--- config.mk ---
export PLATFORM = sky130hd
export DESIGN_NAME = ttf_control
export DESIGN_NICKNAME = d
export VERILOG_FILES = /design/src/hdl/ttf_pkg.sv /design/src/hdl/ttf_control.sv
export SDC_FILE = /design/constraint.sdc
export NUM_CORES = 1
export LEC_CHECK = 0
export BUFFER_PORTS_ARGS = -buffer_cell sky130_fd_sc_hd__buf_2
export CAP_MARGIN = 40
export CORE_MARGIN = 3
export CORE_UTILIZATION = 52
export CTS_CLUSTER_SIZE = 20
export DETAILED_ROUTE_END_ITERATION = 6
export MAX_ROUTING_LAYER = met4
export PLACE_DENSITY = 0.79
export SLEW_MARGIN = 30
export SYNTH_ARGS = -nofsm -noshare
export SYNTH_HDL_FRONTEND = slang
export SYNTH_SLANG_ARGS = --single-unit
--- constraint.sdc ---
create_clock -name clk -period 2.7 [get_ports clk]
set_clock_uncertainty 0.05 [all_clocks]
set_input_delay 0.135 -clock clk [delete_from_list [all_inputs] [get_ports clk]]
set_output_delay 0.135 -clock clk [all_outputs]
set_load 0.01 [all_outputs]
--- src/hdl/ttf_pkg.sv ---
// shared types, constants and the product schedule of the tangent frame unit
package ttf_pkg;

  localparam int POS_W      = 32;
  localparam int TEX_W      = 24;
  localparam int OUT_W      = 16;
  localparam int EDGE_W     = POS_W + 1;
  localparam int PROD_W     = 2 * EDGE_W;
  localparam int VEC_W      = PROD_W + 1;
  localparam int M_W        = 30;
  localparam int SQ_W       = 2 * M_W;
  localparam int SUM_W      = SQ_W + 2;
  localparam int ROOT_W     = SUM_W / 2;
  localparam int SQRT_STEPS = ROOT_W;
  localparam int MUL_STEPS  = 20;
  localparam int STEP_W     = 5;
  localparam int OUTPUT_FRAC_BITS_DEF = 14;

  // multiplier operand codes
  localparam logic [3:0] OP_E1X = 4'd0;
  localparam logic [3:0] OP_E1Y = 4'd1;
  localparam logic [3:0] OP_E1Z = 4'd2;
  localparam logic [3:0] OP_E2X = 4'd3;
  localparam logic [3:0] OP_E2Y = 4'd4;
  localparam logic [3:0] OP_E2Z = 4'd5;
  localparam logic [3:0] OP_S1  = 4'd6;
  localparam logic [3:0] OP_T1  = 4'd7;
  localparam logic [3:0] OP_S2  = 4'd8;
  localparam logic [3:0] OP_T2  = 4'd9;

  // vector groups
  localparam logic [1:0] GRP_NORMAL    = 2'd0;
  localparam logic [1:0] GRP_TANGENT   = 2'd1;
  localparam logic [1:0] GRP_BITANGENT = 2'd2;

  typedef struct packed {
    logic              hold1;
    logic              hold2;
    logic              diff;
    logic              mul_en;
    logic [STEP_W-1:0] mul_step;
    logic              nload;
    logic              nshift;
    logic              sq_en;
    logic [1:0]        idx;
    logic              sqrt_init;
    logic              sqrt_step;
    logic              div_init;
    logic              div_step;
    logic              div_store;
    logic [1:0]        grp;
    logic              clr_grp;
    logic              clr_uv;
    logic              set_ndeg;
    logic              set_uvdeg;
    logic              out_load;
  } ttf_cmd_t;

  typedef struct packed {
    logic det_zero;
    logic vec_zero;
    logic aligned;
  } ttf_status_t;

  // product schedule: even steps load a*b, odd steps store acc - a*b
  // destinations by step/2: det, normal xyz, tangent xyz, bitangent xyz
  function automatic logic [7:0] mul_pair(input logic [STEP_W-1:0] step);
    logic [7:0] r;
    r = {OP_E1X, OP_E1X};
    case (step)
      5'd0:  r = {OP_S1,  OP_T2};
      5'd1:  r = {OP_S2,  OP_T1};
      5'd2:  r = {OP_E1Y, OP_E2Z};
      5'd3:  r = {OP_E1Z, OP_E2Y};
      5'd4:  r = {OP_E1Z, OP_E2X};
      5'd5:  r = {OP_E1X, OP_E2Z};
      5'd6:  r = {OP_E1X, OP_E2Y};
      5'd7:  r = {OP_E1Y, OP_E2X};
      5'd8:  r = {OP_T2,  OP_E1X};
      5'd9:  r = {OP_T1,  OP_E2X};
      5'd10: r = {OP_T2,  OP_E1Y};
      5'd11: r = {OP_T1,  OP_E2Y};
      5'd12: r = {OP_T2,  OP_E1Z};
      5'd13: r = {OP_T1,  OP_E2Z};
      5'd14: r = {OP_S1,  OP_E2X};
      5'd15: r = {OP_S2,  OP_E1X};
      5'd16: r = {OP_S1,  OP_E2Y};
      5'd17: r = {OP_S2,  OP_E1Y};
      5'd18: r = {OP_S1,  OP_E2Z};
      5'd19: r = {OP_S2,  OP_E1Z};
      default: r = {OP_E1X, OP_E1X};
    endcase
    return r;
  endfunction

endpackage

--- src/hdl/ttf_control.sv ---
// controller: vertex sequencing and the per-triangle command schedule
module ttf_control #(
  parameter int OUTPUT_FRAC_BITS = ttf_pkg::OUTPUT_FRAC_BITS_DEF
) (
  input  logic                  clk,
  input  logic                  rst,
  input  logic                  in_valid,
  output logic                  in_ready,
  output logic                  out_valid,
  input  logic                  out_ready,
  input  ttf_pkg::ttf_status_t  status,
  output ttf_pkg::ttf_cmd_t     cmd
);

  localparam int MAXC  = (OUTPUT_FRAC_BITS > ttf_pkg::SQRT_STEPS) ?
                         OUTPUT_FRAC_BITS : ttf_pkg::SQRT_STEPS;
  localparam int CNT_W = $clog2(MAXC + 1);

  localparam logic [3:0] ST_IDLE   = 4'd0;
  localparam logic [3:0] ST_MUL    = 4'd1;
  localparam logic [3:0] ST_NLOAD  = 4'd2;
  localparam logic [3:0] ST_ALIGN  = 4'd3;
  localparam logic [3:0] ST_UVCHK  = 4'd4;
  localparam logic [3:0] ST_SQ     = 4'd5;
  localparam logic [3:0] ST_SQI    = 4'd6;
  localparam logic [3:0] ST_SQRT   = 4'd7;
  localparam logic [3:0] ST_DIVI   = 4'd8;
  localparam logic [3:0] ST_DIV    = 4'd9;
  localparam logic [3:0] ST_DSTORE = 4'd10;
  localparam logic [3:0] ST_DONE   = 4'd11;

  logic [3:0]       state, state_next;
  logic [CNT_W-1:0] cnt, cnt_next;
  logic [1:0]       grp, grp_next;
  logic [1:0]       idx, idx_next;
  logic [1:0]       vcnt, vcnt_next;
  logic             out_valid_next;
  logic             in_acc;

  assign in_ready = (state == ST_IDLE);
  assign in_acc   = in_valid && in_ready;

  // next state and commands
  always_comb begin
    state_next     = state;
    cnt_next       = cnt;
    grp_next       = grp;
    idx_next       = idx;
    vcnt_next      = vcnt;
    out_valid_next = out_valid && !out_ready;
    cmd            = '0;
    cmd.grp        = grp;
    cmd.idx        = idx;
    cmd.mul_step   = cnt[ttf_pkg::STEP_W-1:0];

    unique case (state)
      ST_IDLE: begin
        if (in_acc) begin
          priority if (vcnt == 2'd2) begin
            cmd.diff   = 1'b1;
            vcnt_next  = 2'd0;
            cnt_next   = '0;
            state_next = ST_MUL;
          end else if (vcnt == 2'd1) begin
            cmd.hold2 = 1'b1;
            vcnt_next = 2'd2;
          end else begin
            cmd.hold1 = 1'b1;
            vcnt_next = 2'd1;
          end
        end
      end
      ST_MUL: begin
        cmd.mul_en = (cnt < CNT_W'(ttf_pkg::MUL_STEPS));
        cnt_next   = cnt + 1'b1;
        if (cnt == CNT_W'(ttf_pkg::MUL_STEPS)) begin
          grp_next   = ttf_pkg::GRP_NORMAL;
          state_next = ST_NLOAD;
        end
      end
      ST_NLOAD: begin
        cmd.nload  = 1'b1;
        state_next = ST_ALIGN;
      end
      ST_ALIGN: begin
        priority if (status.vec_zero) begin
          if (grp == ttf_pkg::GRP_NORMAL) begin
            cmd.clr_grp  = 1'b1;
            cmd.set_ndeg = 1'b1;
            state_next   = ST_UVCHK;
          end else begin
            cmd.clr_uv    = 1'b1;
            cmd.set_uvdeg = 1'b1;
            state_next    = ST_DONE;
          end
        end else if (status.aligned) begin
          cnt_next   = '0;
          state_next = ST_SQ;
        end else begin
          cmd.nshift = 1'b1;
        end
      end
      ST_UVCHK: begin
        if (status.det_zero) begin
          cmd.clr_uv    = 1'b1;
          cmd.set_uvdeg = 1'b1;
          state_next    = ST_DONE;
        end else begin
          grp_next   = ttf_pkg::GRP_TANGENT;
          state_next = ST_NLOAD;
        end
      end
      ST_SQ: begin
        cmd.sq_en = (cnt < CNT_W'(3));
        cmd.idx   = cnt[1:0];
        cnt_next  = cnt + 1'b1;
        if (cnt == CNT_W'(3)) begin
          state_next = ST_SQI;
        end
      end
      ST_SQI: begin
        cmd.sqrt_init = 1'b1;
        cnt_next      = '0;
        idx_next      = 2'd0;
        state_next    = ST_SQRT;
      end
      ST_SQRT: begin
        cmd.sqrt_step = 1'b1;
        cnt_next      = cnt + 1'b1;
        if (cnt == CNT_W'(ttf_pkg::SQRT_STEPS - 1)) begin
          state_next = ST_DIVI;
        end
      end
      ST_DIVI: begin
        cmd.div_init = 1'b1;
        cnt_next     = '0;
        state_next   = ST_DIV;
      end
      ST_DIV: begin
        cmd.div_step = 1'b1;
        cnt_next     = cnt + 1'b1;
        if (cnt == CNT_W'(OUTPUT_FRAC_BITS)) begin
          state_next = ST_DSTORE;
        end
      end
      ST_DSTORE: begin
        cmd.div_store = 1'b1;
        if (idx == 2'd2) begin
          priority if (grp == ttf_pkg::GRP_NORMAL) begin
            state_next = ST_UVCHK;
          end else if (grp == ttf_pkg::GRP_TANGENT) begin
            grp_next   = ttf_pkg::GRP_BITANGENT;
            state_next = ST_NLOAD;
          end else begin
            state_next = ST_DONE;
          end
        end else begin
          idx_next   = idx + 1'b1;
          state_next = ST_DIVI;
        end
      end
      ST_DONE: begin
        if (!out_valid || out_ready) begin
          cmd.out_load   = 1'b1;
          out_valid_next = 1'b1;
          state_next     = ST_IDLE;
        end
      end
      default: begin
        state_next = ST_IDLE;
      end
    endcase
  end

  // control registers
  always_ff @(posedge clk) begin
    if (rst) begin
      state     <= ST_IDLE;
      cnt       <= '0;
      grp       <= ttf_pkg::GRP_NORMAL;
      idx       <= 2'd0;
      vcnt      <= 2'd0;
      out_valid <= 1'b0;
    end else begin
      state     <= state_next;
      cnt       <= cnt_next;
      grp       <= grp_next;
      idx       <= idx_next;
      vcnt      <= vcnt_next;
      out_valid <= out_valid_next;
    end
  end

`ifndef ASSERT_OFF
  // the vertex counter never reaches the unused code
  a_vcnt_range: assert property (@(posedge clk) disable iff (rst)
    vcnt != 2'd3) else $error("vertex count out of range");

  // squares only start on a left-aligned, nonzero vector
  a_sq_aligned: assert property (@(posedge clk) disable iff (rst)
    (state == ST_SQ) |-> (status.aligned && !status.vec_zero))
    else $error("sum of squares on unaligned vector");

  // only one datapath unit is stepped at a time
  a_one_unit: assert property (@(posedge clk) disable iff (rst)
    $onehot0({cmd.mul_en, cmd.nshift, cmd.sq_en, cmd.sqrt_step, cmd.div_step}))
    else $error("two datapath units stepped together");

  // a taken result drops valid unless a new one loads
  a_out_drop: assert property (@(posedge clk) disable iff (rst)
    (out_valid && out_ready && !cmd.out_load) |=> !out_valid)
    else $error("result request repeated");
`endif

endmodule

==> summary.md <==
| Metric | Value |
|---|---|
| Worst-Skew Late Latency | `0.29 ns` |
| NetSw | `0.555 mW` |
| Largest net degree at the start of global routing | `25` |
| Vias in the first global route | `1178` |
| Pins Over Slew Limit | `0` |
| Hold WS | `0.140 ns` |
| Maximum vdd drop | `0.448 mV` |
| Chip height | `56.1 µm` |
| Initial antenna violation count | `0` |
| Yosys top cell by area | `dfxtp_1` |
| Internal power | `0.660 mW` |
| Most frequent cells after synthesis | `dfxtp_1 (16), nand2_1 (14), a21oi_1 (12)` |
| Leak | `0.659 nW` |
| I/O pins | `35` |
| DRC Markers | `0` |
| Htree depth | `1` |
| Post-DP HPWL | `2390 µm` |
| Min cycle time layout | `2.51 ns` |
| Worst Min Path Start | `out_ready` |
| CTS tree | `done` |
| Clock network power share | `10.4%` |
| GP Congestion | `0.869` |
| Hold Path Depth | `3` |
| Status | `complete, no violations` |
| Share of synthesized flip-flops with an asynchronous set or reset | `0%` |
| DR iter-0 viols | `52` |
| Power Total | `1.21 mW` |
| GRT overflow | `0` |
| Worst-path cell chain | `nor4bb_2, nand2_1, o21ai_0, buf_2` |
| Count of input and output buffers | `34` |
| Setup-failing EPs final | `0` |
| R2R Path Start | `state[0]$_SDFFE_PP0P_` |
| Detailed Routing Iterations Pass 1 | `4` |
| Setup_tns | `0 ns` |
| Hold Path End | `out_valid$_SDFF_PP0_` |
| Setup slack, reg-to-reg | `0.44 ns` |
| Post-Syn Area | `1310 µm²` |
| Achievable frequency | `398 MHz` |
| Clock sinks | `16` |
| Sequential Power Share | `33.2%` |
| Synth top area cells | `dfxtp_1 (25%), ha_1 (5.7%), a21oi_1 (4.6%)` |
| Critical Path AT | `2.33 ns` |
| Met2 Resource Use GR | `37.1%` |
| CTS buffer count | `3` |
| Synth top area share | `24.5%` |
| Via count | `1268` |
| Layout cells sized above 1 | `27.6%` |
| Setup WS post-layout | `0.186 ns` |
| Initial Utilization | `56.9%` |
| Seq/Total Area, Yosys | `24.5%` |
| # rows | `17` |
| CP peak stage delay | `0.81 ns` |
| CTS Root Cell | `clkbuf_4` |
| Post-route ant nets | `0` |
| Mapped Cells | `156` |
| Synth Warn # | `0` |
| Most used routing layer | `met2` |
| Slew headroom | `50.6%` |
| Max-cap violations | `0` |
| Global Route Usage Sum | `21.2%` |
| P&R area growth vs syn | `12.2%` |
| # diodes | `0` |
| Pwr Density | `829 nW/µm²` |
| Core Footprint | `2300 µm²` |
| RSZ-0062 raised after global routing | `no` |
| Dominant cell by count in the synthesized netlist | `dfxtp_1` |
| Slew @ Worst Pin | `0.739 ns` |
| Total detailed-routing wirelength | `3110 µm` |
| GR Util met1 | `24.2%` |
| Post-CTS setup buffers | `0` |
| CP Class | `reg2out` |
| Die area | `3150 µm²` |
| Synth Flop Type | `dfxtp_1` |
| WP buf/inv | `1` |
| WL/cell | `14.9 µm` |
| Crit end category | `primary output` |
| Worst endpoint required time | `2.52 ns` |
| Syn_nets | `169` |
| Worst-path clk slew | `0.09 ns` |
| Yosys cell types | `52` |
| Yosys reg bits | `16` |
| CTS-repair resized insts | `0` |
| Type of origin of the critical path | `register` |
| Fin. Hold Viols | `0` |
| Sw frac | `45.7%` |
| FF-to-FF End | `state[3]$_SDFFE_PP0P_` |
| Nets | `196` |
| Mean post-synth cell area | `8.37 µm²` |
| Crit-path leading delay family | `flip-flops` |
| Post-synth EDFFs | `0` |
| Combinational power share | `56.5%` |
| HP Class | `in2reg` |
| Vias/cell | `6.07` |
| Hold-fix buffers at CTS | `0` |
| Final worst path period share | `93.1%` |
| CP max stage cell | `dfxtp_1` |
| Bufs on Longest Clock Path | `2` |
| Dpl ws | `0.473 ns` |
| Reg2Reg Depth | `5` |
| First-pass GRT wire length | `5270 µm` |
| Die span in x | `56.1 µm` |
| Worst Path Max Fanout | `24` |
| Global-route track usage on met3 | `4.87%` |
power groups by stage:
stage / clock network, mW / registers (mW) / logic [mW]
final: 0.126 / 0.403 / 0.686
after global routing: 0.138 / 0.415 / 0.760
after CTS: 0.131 / 0.401 / 0.685
after detailed placement: 0 / 0.406 / 0.682
after global placement: 0 / 0.400 / 0.663
after floorplan: 0 / 0.318 / 0.626
tightest hold or removal path: cells and delay by family:
family	cells	cell delay, ns
and+or+nand+nor	1	0.14
AOI/OAI and AO/OA	1	0.08
buffers and inverters	1	0.07
cell families after synthesis:
group,count (synthesis),synth area share (%)
mux,5,4.21
compound gates,40,21.6
flops,16,24.5
buf+inv,22,8.43
xor+xnor,1,0.671
fa+ha+maj,6,5.75
simple gates,66,34.9
placed cells by master, fill, tap and decap left out, types with 2 or more instances in the layout:
cell type	n
nor2_1	9
a311oi_1	2
dfxtp_1	16
o21ai_0	6
o32ai_1	2
nand4b_1	3
clkbuf_4	3
or3_1	2
inv_1	9
and4b_1	3
and3_1	5
ha_1	6
nor4_4	2
o31ai_1	2
nor3_1	3
nand2b_1	5
mux2_2	4
o211a_1	2
buf_2	34
nor4b_1	2
nand2_1	14
nand3_1	4
nor2b_1	4
a21oi_1	12
o21a_1	2
area by class of cell:
class	instances	area, µm²
Multi-Input combinational cell	118	876
Fill cell	215	832
Sequential cell	16	320
Timing Repair Buffer	35	178
Tap cell	28	35.0
Inverter	9	33.8
Clock buffer	3	22.5
metrics by stage:
| stage | cell area, µm² | cells | utilization, % |
|---|---|---|---|
| 3_3_place_gp | 1440 | 206 | 62.8 |
| 2_1_floorplan | 1310 | 156 | - |
| 5_1_grt | 1470 | 209 | 63.8 |
| 3_5_place_dp | 1440 | 206 | 62.8 |
| 4_1_cts | 1470 | 209 | 63.8 |
| 6_report | 1470 | 209 | 63.8 |
layer usage:
metal / vias to the layer above / wire length (µm)
li1: 629 / -
met1: 586 / 1320
met2: 49 / 1590
met3: 4 / 185
met4: 0 / 13
met5: - / 0
state kept, by name (all words and copies together), names as in the netlist:
name,count
vcnt,2
state,4
cnt,5
out_valid,1
idx,2
grp,2
how the worst max path moves through the flow:
stage,from,to,cells after the start
final,state[0]$_SDFFE_PP0P_,cmd[1],4
after global routing,state[0]$_SDFFE_PP0P_,cmd[3],4
after floorplan,cnt[0]$_SDFFE_PP0P_,state[3]$_SDFFE_PP0P_,7
after CTS,state[0]$_SDFFE_PP0P_,cmd[3],4
after global placement,state[1]$_SDFFE_PP0P_,state[3]$_SDFFE_PP0P_,5
after detailed placement,state[1]$_SDFFE_PP0P_,state[3]$_SDFFE_PP0P_,5
No activity file was read; power rests on OpenSTA's default activity.
